**src/sv/plist_pkg.sv**
```systemverilog
// Shared types and constants for the positional list engine.
`default_nettype none
package plist_pkg;

  localparam int DEF_CAPACITY   = 16;
  localparam int DEF_DATA_WIDTH = 8;

  localparam int MODE_W   = 3;
  localparam int POS_W    = 5;
  localparam int ITEM_W   = 8;
  localparam int STATUS_W = 2;
  localparam int ELEM_W   = 8;
  localparam int OCC_W    = 5;

  typedef enum logic [MODE_W-1:0] {
    MODE_PUSH_FRONT = 3'd0,
    MODE_POP_FRONT  = 3'd1,
    MODE_INSERT_AT  = 3'd2,
    MODE_REMOVE_AT  = 3'd3,
    MODE_PUSH_BACK  = 3'd4,
    MODE_DUMP       = 3'd5,
    MODE_CLEAR      = 3'd6
  } mode_t;

  typedef enum logic [STATUS_W-1:0] {
    STAT_OK    = 2'd0,
    STAT_EMPTY = 2'd1,
    STAT_RANGE = 2'd2,
    STAT_FULL  = 2'd3
  } status_t;

  typedef enum logic [1:0] {
    SH_HOLD,
    SH_INSERT,
    SH_REMOVE,
    SH_ROTATE
  } shift_op_t;

  typedef enum logic {
    ST_ACCEPT,
    ST_DUMP
  } ctrl_state_t;

endpackage
`default_nettype wire

```
**src/sv/plist_req_if.sv**
```systemverilog
// Request channel: operation, position and value with valid/ready.
`default_nettype none
interface plist_req_if
  import plist_pkg::*;
();
  logic              valid;
  logic              ready;
  logic [MODE_W-1:0] mode;
  logic [POS_W-1:0]  position;
  logic [ITEM_W-1:0] item_value;

  modport source (output valid, output mode, output position, output item_value,
                  input ready);
  modport sink (input valid, input mode, input position, input item_value,
                output ready);
endinterface
`default_nettype wire

```
**src/sv/plist_rsp_if.sv**
```systemverilog
// Result channel: status, element, occupancy and last with valid/ready.
`default_nettype none
interface plist_rsp_if
  import plist_pkg::*;
();
  logic                valid;
  logic                ready;
  logic [STATUS_W-1:0] status;
  logic [ELEM_W-1:0]   element;
  logic [OCC_W-1:0]    occupancy;
  logic                last;

  modport source (output valid, output status, output element, output occupancy,
                  output last, input ready);
  modport sink (input valid, input status, input element, input occupancy,
                input last, output ready);
endinterface
`default_nettype wire

```
**src/sv/plist_cell.sv**
```systemverilog
// One storage cell of the list chain, shifting to or from its neighbors.
`default_nettype none
module plist_cell
  import plist_pkg::*;
#(
  parameter int CAPACITY   = DEF_CAPACITY,
  parameter int DATA_WIDTH = DEF_DATA_WIDTH,
  parameter int INDEX      = 0
) (
  input  wire                            clk,
  input  shift_op_t                      op,
  input  wire [$clog2(CAPACITY+1)-1:0]   pos,
  input  wire [$clog2(CAPACITY+1)-1:0]   cnt,
  input  wire [DATA_WIDTH-1:0]           new_value,
  input  wire [DATA_WIDTH-1:0]           left,
  input  wire [DATA_WIDTH-1:0]           right,
  input  wire [DATA_WIDTH-1:0]           first,
  output logic [DATA_WIDTH-1:0]          value
);

  localparam int CW = $clog2(CAPACITY + 1);
  localparam logic [CW-1:0] K   = CW'(INDEX);
  localparam logic [CW-1:0] KP1 = CW'(INDEX + 1);

  logic [DATA_WIDTH-1:0] data;
  logic [DATA_WIDTH-1:0] data_next;

  always_comb begin
    data_next = data;
    unique case (op)
      SH_INSERT: begin
        priority if (K == pos) begin
          data_next = new_value;
        end else if (K > pos && K <= cnt) begin
          data_next = left;
        end else begin
          data_next = data;
        end
      end
      SH_REMOVE: begin
        if (K >= pos && KP1 < cnt) begin
          data_next = right;
        end
      end
      SH_ROTATE: begin
        priority if (KP1 < cnt) begin
          data_next = right;
        end else if (KP1 == cnt) begin
          data_next = first;
        end else begin
          data_next = data;
        end
      end
      SH_HOLD: begin
        data_next = data;
      end
      default: begin
        data_next = data;
      end
    endcase
  end

  always_ff @(posedge clk) begin
    data <= data_next;
  end

  assign value = data;

endmodule
`default_nettype wire

```
**src/sv/plist_ctrl.sv**
```systemverilog
// Request decode, count tracking, dump sequencing and the result register.
`default_nettype none
module plist_ctrl
  import plist_pkg::*;
#(
  parameter int CAPACITY   = DEF_CAPACITY,
  parameter int DATA_WIDTH = DEF_DATA_WIDTH
) (
  input  wire                            clk,
  input  wire                            rst,
  plist_req_if.sink                      req,
  plist_rsp_if.source                    rsp,
  input  wire [DATA_WIDTH-1:0]           head,
  output shift_op_t                      op,
  output logic [$clog2(CAPACITY+1)-1:0]  shift_pos,
  output logic [$clog2(CAPACITY+1)-1:0]  cnt,
  output logic [DATA_WIDTH-1:0]          new_value
);

  localparam int CW  = $clog2(CAPACITY + 1);
  localparam int PW  = (CW > POS_W) ? CW : POS_W;
  localparam int OW  = (CW > OCC_W) ? CW : OCC_W;
  localparam int EW  = (DATA_WIDTH > ELEM_W) ? DATA_WIDTH : ELEM_W;
  localparam int IVW = (DATA_WIDTH > ITEM_W) ? DATA_WIDTH : ITEM_W;
  localparam logic [CW-1:0] CAP = CW'(CAPACITY);

  ctrl_state_t       state, state_next;
  logic [CW-1:0]     count, count_next;
  logic [CW-1:0]     dump_idx, dump_idx_next;
  logic              rsp_valid, rsp_valid_next;
  status_t           status_q, status_next;
  logic [ELEM_W-1:0] element_q, element_next;
  logic [OCC_W-1:0]  occ_q, occ_next;
  logic              last_q, last_next;

  logic              slot_free;
  logic [PW-1:0]     pos_w;
  logic [PW-1:0]     count_w;
  logic [OW-1:0]     occ_w;
  logic [EW-1:0]     head_w;
  logic [IVW-1:0]    item_w;
  logic              dump_last;

  assign slot_free = !rsp_valid || rsp.ready;
  assign pos_w     = PW'(req.position);
  assign count_w   = PW'(count);
  assign head_w    = EW'(head);
  assign item_w    = IVW'(req.item_value);
  assign new_value = item_w[DATA_WIDTH-1:0];
  assign cnt       = count;
  assign dump_last = (dump_idx + CW'(1)) == count;

  always_comb begin
    state_next     = state;
    count_next     = count;
    dump_idx_next  = dump_idx;
    rsp_valid_next = rsp_valid && !rsp.ready;
    status_next    = status_q;
    element_next   = element_q;
    occ_next       = occ_q;
    last_next      = last_q;
    op             = SH_HOLD;
    shift_pos      = '0;
    req.ready      = 1'b0;
    occ_w          = '0;
    unique case (state)
      ST_ACCEPT: begin
        req.ready = slot_free;
        if (req.valid && slot_free) begin
          rsp_valid_next = 1'b1;
          status_next    = STAT_OK;
          element_next   = '0;
          last_next      = 1'b1;
          unique case (mode_t'(req.mode))
            MODE_PUSH_FRONT: begin
              if (count == CAP) begin
                status_next = STAT_FULL;
              end else begin
                op         = SH_INSERT;
                count_next = count + CW'(1);
              end
            end
            MODE_POP_FRONT: begin
              if (count == '0) begin
                status_next = STAT_EMPTY;
              end else begin
                op         = SH_REMOVE;
                count_next = count - CW'(1);
              end
            end
            MODE_INSERT_AT: begin
              priority if (pos_w > count_w) begin
                status_next = STAT_RANGE;
              end else if (count == CAP) begin
                status_next = STAT_FULL;
              end else begin
                op         = SH_INSERT;
                shift_pos  = pos_w[CW-1:0];
                count_next = count + CW'(1);
              end
            end
            MODE_REMOVE_AT: begin
              if (pos_w >= count_w) begin
                status_next = STAT_RANGE;
              end else begin
                op         = SH_REMOVE;
                shift_pos  = pos_w[CW-1:0];
                count_next = count - CW'(1);
              end
            end
            MODE_PUSH_BACK: begin
              if (count == CAP) begin
                status_next = STAT_FULL;
              end else begin
                op         = SH_INSERT;
                shift_pos  = count;
                count_next = count + CW'(1);
              end
            end
            MODE_DUMP: begin
              if (count == '0) begin
                status_next = STAT_EMPTY;
              end else begin
                rsp_valid_next = rsp_valid && !rsp.ready;
                status_next    = status_q;
                element_next   = element_q;
                last_next      = last_q;
                dump_idx_next  = '0;
                state_next     = ST_DUMP;
              end
            end
            MODE_CLEAR: begin
              count_next = '0;
            end
            default: begin
              count_next = count;
            end
          endcase
          if (state_next == ST_ACCEPT) begin
            occ_w    = OW'(count_next);
            occ_next = occ_w[OCC_W-1:0];
          end
        end
      end
      ST_DUMP: begin
        if (slot_free) begin
          rsp_valid_next = 1'b1;
          status_next    = STAT_OK;
          element_next   = head_w[ELEM_W-1:0];
          occ_w          = OW'(count);
          occ_next       = occ_w[OCC_W-1:0];
          last_next      = dump_last;
          op             = SH_ROTATE;
          dump_idx_next  = dump_idx + CW'(1);
          if (dump_last) begin
            state_next = ST_ACCEPT;
          end
        end
      end
      default: begin
        state_next = ST_ACCEPT;
      end
    endcase
  end

  always_ff @(posedge clk) begin
    if (rst) begin
      state     <= ST_ACCEPT;
      count     <= '0;
      dump_idx  <= '0;
      rsp_valid <= 1'b0;
    end else begin
      state     <= state_next;
      count     <= count_next;
      dump_idx  <= dump_idx_next;
      rsp_valid <= rsp_valid_next;
    end
  end

  always_ff @(posedge clk) begin
    status_q  <= status_next;
    element_q <= element_next;
    occ_q     <= occ_next;
    last_q    <= last_next;
  end

  assign rsp.valid     = rsp_valid;
  assign rsp.status    = status_q;
  assign rsp.element   = element_q;
  assign rsp.occupancy = occ_q;
  assign rsp.last      = last_q;

endmodule
`default_nettype wire

```
**src/sv/positional_list_engine_core.sv**
```systemverilog
// Positional list engine: a chain of value cells under a request controller.
//
// Holds an ordered list of up to CAPACITY values in a row of cells that shift
// toward the back on insert and toward the front on remove, all cells together.
// For edit requests (push, pop, insert, remove, clear) the result appears in
// the output register on the next cycle, and a new request is taken every
// cycle as long as results are taken. A dump of n elements rotates the cell
// chain once per element: it streams n results at one per cycle while results
// are taken and holds off requests until its last result is loaded. Cells need
// no clearing after reset; only cells below the count are ever read.
`default_nettype none
module positional_list_engine_core
  import plist_pkg::*;
#(
  parameter int CAPACITY   = DEF_CAPACITY,
  parameter int DATA_WIDTH = DEF_DATA_WIDTH
) (
  input  wire           clk,
  input  wire           rst,
  plist_req_if.sink     req,
  plist_rsp_if.source   rsp
);

  localparam int CW = $clog2(CAPACITY + 1);

  shift_op_t             op;
  logic [CW-1:0]         shift_pos;
  logic [CW-1:0]         cnt;
  logic [DATA_WIDTH-1:0] new_value;
  logic [DATA_WIDTH-1:0] cell_q [CAPACITY];

  plist_ctrl #(
    .CAPACITY   (CAPACITY),
    .DATA_WIDTH (DATA_WIDTH)
  ) u_ctrl (
    .clk       (clk),
    .rst       (rst),
    .req       (req),
    .rsp       (rsp),
    .head      (cell_q[0]),
    .op        (op),
    .shift_pos (shift_pos),
    .cnt       (cnt),
    .new_value (new_value)
  );

  for (genvar k = 0; k < CAPACITY; k++) begin : g_cell
    localparam int L = (k == 0) ? 0 : k - 1;
    localparam int R = (k == CAPACITY - 1) ? k : k + 1;

    plist_cell #(
      .CAPACITY   (CAPACITY),
      .DATA_WIDTH (DATA_WIDTH),
      .INDEX      (k)
    ) u_cell (
      .clk       (clk),
      .op        (op),
      .pos       (shift_pos),
      .cnt       (cnt),
      .new_value (new_value),
      .left      (cell_q[L]),
      .right     (cell_q[R]),
      .first     (cell_q[0]),
      .value     (cell_q[k])
    );
  end

endmodule
`default_nettype wire

```
**src/flat_wrapper.sv**
```systemverilog
// flat-port wrapper written by rule: the top's interface ports become plain ports
module positional_list_engine_core_flat import plist_pkg::*;
#(
  parameter int CAPACITY   = DEF_CAPACITY,
  parameter int DATA_WIDTH = DEF_DATA_WIDTH
)
  (clk, rst, req_valid, req_mode, req_position, req_item_value, req_ready, rsp_valid, rsp_status, rsp_element, rsp_occupancy, rsp_last, rsp_ready);
  plist_req_if req_i ();
  plist_rsp_if rsp_i ();
  input  wire clk;
  input  wire rst;
  input wire logic [$bits(req_i.valid)-1:0] req_valid;
  input wire logic [$bits(req_i.mode)-1:0] req_mode;
  input wire logic [$bits(req_i.position)-1:0] req_position;
  input wire logic [$bits(req_i.item_value)-1:0] req_item_value;
  output wire logic [$bits(req_i.ready)-1:0] req_ready;
  output wire logic [$bits(rsp_i.valid)-1:0] rsp_valid;
  output wire logic [$bits(rsp_i.status)-1:0] rsp_status;
  output wire logic [$bits(rsp_i.element)-1:0] rsp_element;
  output wire logic [$bits(rsp_i.occupancy)-1:0] rsp_occupancy;
  output wire logic [$bits(rsp_i.last)-1:0] rsp_last;
  input wire logic [$bits(rsp_i.ready)-1:0] rsp_ready;
  assign req_i.valid = req_valid;
  assign req_i.mode = req_mode;
  assign req_i.position = req_position;
  assign req_i.item_value = req_item_value;
  assign req_ready = req_i.ready;
  assign rsp_valid = rsp_i.valid;
  assign rsp_status = rsp_i.status;
  assign rsp_element = rsp_i.element;
  assign rsp_occupancy = rsp_i.occupancy;
  assign rsp_last = rsp_i.last;
  assign rsp_i.ready = rsp_ready;
  positional_list_engine_core #(.CAPACITY(CAPACITY), .DATA_WIDTH(DATA_WIDTH)) u_core (.clk(clk), .rst(rst), .req(req_i), .rsp(rsp_i));
endmodule
```
**config.mk**
```make
export PLATFORM = sky130hd
export DESIGN_NAME = positional_list_engine_core_flat
export DESIGN_NICKNAME = d
export VERILOG_FILES = /design/src/sv/plist_pkg.sv /design/src/sv/plist_req_if.sv /design/src/sv/plist_rsp_if.sv /design/src/sv/plist_cell.sv /design/src/sv/plist_ctrl.sv /design/src/sv/positional_list_engine_core.sv /design/src/flat_wrapper.sv
export SDC_FILE = /design/constraint.sdc
export NUM_CORES = 1
export LEC_CHECK = 0
export BUFFER_PORTS_ARGS = -buffer_cell sky130_fd_sc_hd__buf_2
export CORE_ASPECT_RATIO = 0.6
export CORE_MARGIN = 4
export CORE_UTILIZATION = 50
export DETAILED_ROUTE_END_ITERATION = 8
export PLACE_DENSITY = 0.72
export SYNTH_ARGS = -nofsm -noshare
export SYNTH_HDL_FRONTEND = slang
export SYNTH_SLANG_ARGS = --single-unit
```
**constraint.sdc**
```tcl
create_clock -name clk -period 6.8 [get_ports clk]
set_input_delay 0.68 -clock clk [delete_from_list [all_inputs] [get_ports clk]]
set_output_delay 0.68 -clock clk [all_outputs]
set_load 0.05 [all_outputs]
```
==> impl_metrics.env, run 1 <==
export IMPL_status="finished clean"
export IMPL_drc=0
export IMPL_relSlewSlack=0.149
export IMPL_tritoncts="built"
export IMPL_row_count=39
export IMPL_cts_root_buf="clkbuf_16"
export IMPL_hold_buffers=0
export IMPL_switching_power_mw=0.689
export IMPL_tns_ns=0
export IMPL_drive_gt1_frac=0.113
export IMPL_grt_pass1_vias=7875
export IMPL_core_um2=19100
export IMPL_drv_slew=0
export IMPL_final_nets=1008
export IMPL_ys_types=75
export IMPL_top_level_ports=38
export IMPL_final_util=0.559
export IMPL_hpwl_mm=21.7
export IMPL_fin_crit_sh=0.795
export IMPL_area_delta_synth_final_pct=9.10
export IMPL_power_mw=2.50
export IMPL_cts_path_max_buffers=2
export IMPL_numCtsBuffers=17
export IMPL_tightest_slew_ns=1.27
export IMPL_grt_overflow=0
export IMPL_max_cap_viol_count=0
export IMPL_gp_congestion=0.993
export IMPL_synth_seq_cells=156
export IMPL_syn_area_um2=9800
export IMPL_setup_violations=0
export IMPL_critical_path_class="flop to flop"
export IMPL_placed_cells=1223
export IMPL_ctsResizeCount=0
export IMPL_ys_flop_type="edfxtp_1"
export IMPL_num_vias=8560
export IMPL_first_pass_iters=6
export IMPL_ant_nets=0
export IMPL_path_max_fanout=21
export IMPL_cp_required_ns=6.85
export IMPL_wl_mm=29.2
export IMPL_sw_frac_of_total=0.275
export IMPL_p_int_mw=1.82
export IMPL_synthArstFlopShare=0
export IMPL_ir_worst_vdd_uv=176
export IMPL_antenna_found_initial=0
export IMPL_fmax_ghz=0.185
export IMPL_layout_cells_non_filler=1255
export IMPL_yosysSeqAreaShare=0.466
export IMPL_rsz0062_at_grt="no"
export IMPL_clock_latency_ns=0.44
export IMPL_syn_num_nets=1019
export IMPL_grt_max_degree=73
export IMPL_post_synth_cell_area_avg_um2=9.93
export IMPL_wl_per_cell_um=23.3
export IMPL_clkPwrFrac=0.392
export IMPL_powerDensity_nw_per_um2=234
export IMPL_h_tree_depth=4
export IMPL_grt_pass1_wl_mm=46.0
export IMPL_initial_core_util=0.513
export IMPL_fin_crit_ns=5.40
export IMPL_via_per_inst=6.82
export IMPL_num_antenna_cells=0
export IMPL_grt_usage=0.269
export IMPL_dieArea_um2=22000
export IMPL_pwr_share_comb=0.134
export IMPL_end_kind="flop"
export IMPL_cellLeakagePower_nw=3.59
export IMPL_p_seq_frac=0.473
export IMPL_numClockSinks=156
export IMPL_hold_viol_final=0
export IMPL_hp_class="flop to flop"
export IMPL_skew_ns=0.00957
export IMPL_io_buffers=37
export IMPL_die_w_um=189
export IMPL_worstPathArrival_ns=5.46
export IMPL_cts_setup_buffers=0
export IMPL_synth_cells=987
export IMPL_synth_edf_count=144
export IMPL_first_iter_violations=1347
export IMPL_r2r_slack_ns=1.40
export IMPL_die_h_um=116
export IMPL_clk_pin_slew_worst_paths_ns=0.06
export IMPL_synth_warning_count=0
export IMPL_cp_start_kind="flop"
-- power groups by stage --
stage | sequential, mW | clock [mW] | combinational (mW)
floorplan | 1.20 | 0 | 0.221
CTS | 1.18 | 0.985 | 0.329
global placement | 1.20 | 0 | 0.323
detailed placement | 1.20 | 0 | 0.329
global route | 1.19 | 1.03 | 0.366
finish | 1.19 | 0.983 | 0.336
-- worst max-delay path, cell delays in order (launching register included) --
cell       delay, ns
dfxtp_1         0.86
clkinv_1        0.55
ha_1            0.49
o211ai_1        0.12
a21oi_2         0.27
o31a_1          0.37
o21ai_2         0.19
nor3_2          0.43
nand2_1         0.45
nor3b_1         0.30
a2111oi_2       0.97
-- layer usage --
layer / vias up / track usage / routed length [µm]
met1: 4119 / 0.444 / 14300
met2: 579 / 0.339 / 11100
li1: 3825 / - / -
met4: 0 / 0.0762 / 354
met5: - / 0 / 0
met3: 37 / 0.0648 / 3540
-- Yosys cell counts (8+ instances only) --
cell type,instances,area [µm²]
buf_1,11,41.3
nand2_1,87,327
mux2i_1,74,741
nor3_1,24,120
nand2b_1,8,50.1
nand3_1,56,280
o21ai_0,76,380
and2_1,14,87.6
buf_2,12,60.1
a22oi_1,104,781
clkbuf_1,51,191
o211ai_1,41,308
a221o_1,8,80.1
edfxtp_1,144,4320
a21oi_1,41,205
nor2_1,55,206
o21ai_1,28,140
dfxtp_1,12,240
ha_1,12,150
-- cell type report --
| cell class | count | area (µm²) |
|---|---|---|
| fillers | 1704 | 8430 |
| multi-input cells | 739 | 4860 |
| flip-flops and latches | 156 | 4560 |
| clock buffers | 20 | 437 |
| well taps | 266 | 333 |
| repair buffers | 52 | 298 |
| clock inverters | 12 | 160 |
| inverters | 10 | 40.0 |
-- metrics by stage --
stage	setup slack (ns)	cell area [µm²]	hold WS, ns
final	1.40	10700	0.500
after CTS	1.51	10700	0.498
after floorplan	2.25	9800	0.465
after global routing	1.06	10700	0.520
after global placement	1.72	10100	0.488
after detailed placement	1.51	10100	0.489
-- sequential cells by signal, indices dropped and copies added, names as in the netlist --
register,count
u_core.g_cell.u_cell.value,128
u_core.u_ctrl.cnt,5
u_core.u_ctrl.dump_idx,5
u_core.u_ctrl.rsp.element,8
u_core.u_ctrl.rsp.last,1
u_core.u_ctrl.rsp.occupancy,5
u_core.u_ctrl.rsp.status,2
u_core.u_ctrl.rsp.valid,1
u_core.u_ctrl.state,1
-- path summary, 6_finish.rpt --
path                             startpoint                               end  cells after the start
setup / recovery       u_core.u_ctrl.cnt[4]  u_core.g_cell[5].u_cell.value[3]                     10
hold / removal    u_core.u_ctrl.dump_idx[1]         u_core.u_ctrl.dump_idx[1]                      2
setup reg to reg       u_core.u_ctrl.cnt[4]  u_core.g_cell[5].u_cell.value[3]                     10
hold reg to reg   u_core.u_ctrl.dump_idx[1]         u_core.u_ctrl.dump_idx[1]                      2
-- cells by family (layout without fill, tap and decap cells) --
| family | Yosys count | count (layout) | synth area share |
|---|---|---|---|
| flops | 156 | 156 | 0.466 |
| buf+inv | 92 | 94 | 0.0416 |
| fa+ha+maj | 12 | 12 | 0.0153 |
| xor+xnor | 6 | 6 | 0.00536 |
| compound gates | 358 | 358 | 0.247 |
| mux | 74 | 74 | 0.0755 |
| simple gates | 289 | 289 | 0.149 |
-- placed cells by master, fill, tap and decap left out, drive strengths merged, types with 7 or more instances in the layout --
cell       n
nand2     89
a21oi     43
a22oi    104
ha        12
and3       7
nand2b     8
nor3      28
o211ai    42
inv       10
a221o      8
and2      15
nor2      58
clkinv     8
o21ai    106
clkbuf    20
buf       52
dfxtp     12
a2111oi    9
a31oi      7
mux2i     74
edfxtp   144
nand3     57
Power figures use the tool's default switching activity.
==> run 2, diff against run 1 <==
--- a/config.mk
+++ b/config.mk
@@ -10,7 +10,7 @@
 export CORE_MARGIN = 4
 export CORE_UTILIZATION = 50
 export DETAILED_ROUTE_END_ITERATION = 8
-export PLACE_DENSITY = 0.72
+export PLACE_DENSITY = 0.74
 export SYNTH_ARGS = -nofsm -noshare
 export SYNTH_HDL_FRONTEND = slang
 export SYNTH_SLANG_ARGS = --single-unit
==> constraint.sdc (replaced) <==
create_clock -name clk -period 4.73 [get_ports clk]
set_input_delay 0.473 -clock clk [delete_from_list [all_inputs] [get_ports clk]]
set_output_delay 0.473 -clock clk [all_outputs]
set_load 0.05 [all_outputs]
==> run 2 against run 1 <==
Maximum frequency grew 43%; final cell count grew 1.8%; register-to-register slack lost 0.44 ns; clock skew is essentially flat; power grew 47%; flip-flop and latch count is the same; hold slack lost 0.13 ns; clock power grew 50%; combinational power grew 51%; global-route usage grew 0.26 points; count of clock-buffer cells in the layout shrank 3; die area is the same; highest routed layer unchanged.
==> impl_metrics.env, run 2 (synthesis gave the netlist of run 1 again) <==
export IMPL_first_pass_iters=6
export IMPL_clkPwrFrac=0.401
export IMPL_gp_congestion=1.05
export IMPL_pwr_share_comb=0.138
export IMPL_die_w_um=189
export IMPL_tightest_slew_ns=1.02
export IMPL_num_antenna_cells=0
export IMPL_numClockSinks=156
export IMPL_via_per_inst=6.81
export IMPL_tns_ns=0
export IMPL_rr_worst_depth=11
export IMPL_clock_latency_ns=0.44
export IMPL_initial_core_util=0.513
export IMPL_cts_setup_buffers=0
export IMPL_max_cap_viol_count=0
export IMPL_grt_overflow=0
export IMPL_p_int_mw=2.67
export IMPL_layout_cells_non_filler=1278
export IMPL_cts_path_max_buffers=2
export IMPL_drc=0
export IMPL_cellLeakagePower_nw=3.73
export IMPL_tritoncts="built"
export IMPL_skew_ns=0.00927
export IMPL_fin_crit_ns=3.78
export IMPL_largest_reg_flops=128
export IMPL_grt_pass1_vias=8014
export IMPL_hold_viol_final=0
export IMPL_hp_start="rst"
export IMPL_crit_path_cell_trace="clkinv_1 -> buf_4 -> ha_1 -> and4_4 -> and2_4 -> o31a_1 -> o31ai_4 -> nor2b_1 -> nand2_1 -> nand3_1 -> o211ai_1"
export IMPL_status="finished clean"
export IMPL_ant_nets=0
export IMPL_final_cell_mix="edfxtp_1, a22oi_1, nand2_1"
export IMPL_worstPathArrival_ns=3.95
export IMPL_rsz0062_at_grt="no"
export IMPL_h_tree_depth=4
export IMPL_grt_max_degree=57
export IMPL_io_buffers=37
export IMPL_crit_family="simple AND/OR/NAND/NOR gates"
export IMPL_path_depth=11
export IMPL_antenna_found_initial=0
export IMPL_critPathBufInv=2
export IMPL_powerDensity_nw_per_um2=337
export IMPL_critical_path_class="flop to flop"
export IMPL_final_nets=1033
export IMPL_grt_usage=0.272
export IMPL_grt_pass1_wl_mm=46.5
export IMPL_die_h_um=116
export IMPL_area_delta_synth_final_pct=11.2
export IMPL_wl_per_cell_um=23.1
export IMPL_crit_start="u_core.u_ctrl.cnt[4]"
export IMPL_row_count=39
export IMPL_slowest_stage="nor2b_1"
export IMPL_num_vias=8706
export IMPL_top_level_ports=38
export IMPL_relSlewSlack=0.316
export IMPL_sw_frac_of_total=0.273
export IMPL_end_kind="flop"
export IMPL_numCtsBuffers=17
export IMPL_dieArea_um2=22000
export IMPL_clk_pin_slew_worst_paths_ns=0.07
export IMPL_drv_slew=0
export IMPL_path_max_fanout=16
export IMPL_cp_start_kind="flop"
export IMPL_fmax_ghz=0.265
export IMPL_wl_mm=29.5
export IMPL_ir_worst_vdd_uv=259
export IMPL_final_common_cell="edfxtp_1"
export IMPL_placed_cells=1248
export IMPL_hold_depth=2
export IMPL_cts_root_buf="clkbuf_16"
export IMPL_cp_required_ns=4.90
export IMPL_drive_gt1_frac=0.135
export IMPL_fin_crit_sh=0.798
export IMPL_switching_power_mw=1.00
export IMPL_setup_violations=0
export IMPL_critical_path_max_stage_delay_ns=0.56
export IMPL_hpwl_mm=21.2
export IMPL_first_iter_violations=1221
export IMPL_hold_buffers=0
export IMPL_r2r_start="u_core.u_ctrl.cnt[4]"
export IMPL_p_seq_frac=0.461
export IMPL_hp_class="input pin to flop"
export IMPL_core_um2=19100
export IMPL_ctsResizeCount=0
run 2: cell types whose count changed in the layout (fill, tap and decap cells not counted), sizes merged:
cell / previous run / this run
buf: 52 / 77
bufinv: 3 / 4
clkbuf: 20 / 17
inv: 10 / 9
clkinv: 8 / 9
run 2: routing by layer:
metal | global-route usage | vias up | part of all wire
li1 | - | 3867 | -
met1 | 0.439 | 4193 | 0.49
met2 | 0.356 | 606 | 0.38
met3 | 0.0690 | 40 | 0.12
met4 | 0.0679 | 0 | 0.013
met5 | 0 | - | 0
run 2: area by class of cell:
cell class	count	area [µm²]
Fill cell	1645	8220
Multi-Input combinational cell	739	4860
Sequential cell	156	4560
Timing Repair Buffer	77	485
Clock buffer	17	425
Tap cell	266	333
Clock inverter	13	194
Inverter	10	40.0
run 2: per-stage QoR:
stage	setup slack, ns	hold WS [ns]	total power [mW]	cell area (µm²)	utilization
floorplan	0.175	0.465	2.04	9800	-
global placement	0.991	0.480	2.21	10300	0.538
detailed placement	0.967	0.496	2.21	10300	0.538
CTS	0.969	0.348	3.67	10900	0.570
global route	0.719	0.378	3.78	10900	0.570
finish	0.954	0.367	3.67	10900	0.570
run 2: final timing paths:
path,slack (ns),end
setup / recovery,0.95,u_core.g_cell[3].u_cell.value[5]
hold / removal,0.37,u_core.u_ctrl.dump_idx[3]
setup reg to reg,0.95,u_core.g_cell[3].u_cell.value[5]
hold reg to reg,0.51,u_core.u_ctrl.dump_idx[4]
run 2: power by group through the flow:
| stage | Sequential, mW | Clock [mW] | Combinational, mW |
|---|---|---|---|
| finish | 1.69 | 1.47 | 0.507 |
| floorplan | 1.73 | 0 | 0.317 |
| global route | 1.70 | 1.53 | 0.550 |
| CTS | 1.69 | 1.48 | 0.496 |
| detailed placement | 1.72 | 0 | 0.493 |
| global placement | 1.72 | 0 | 0.487 |
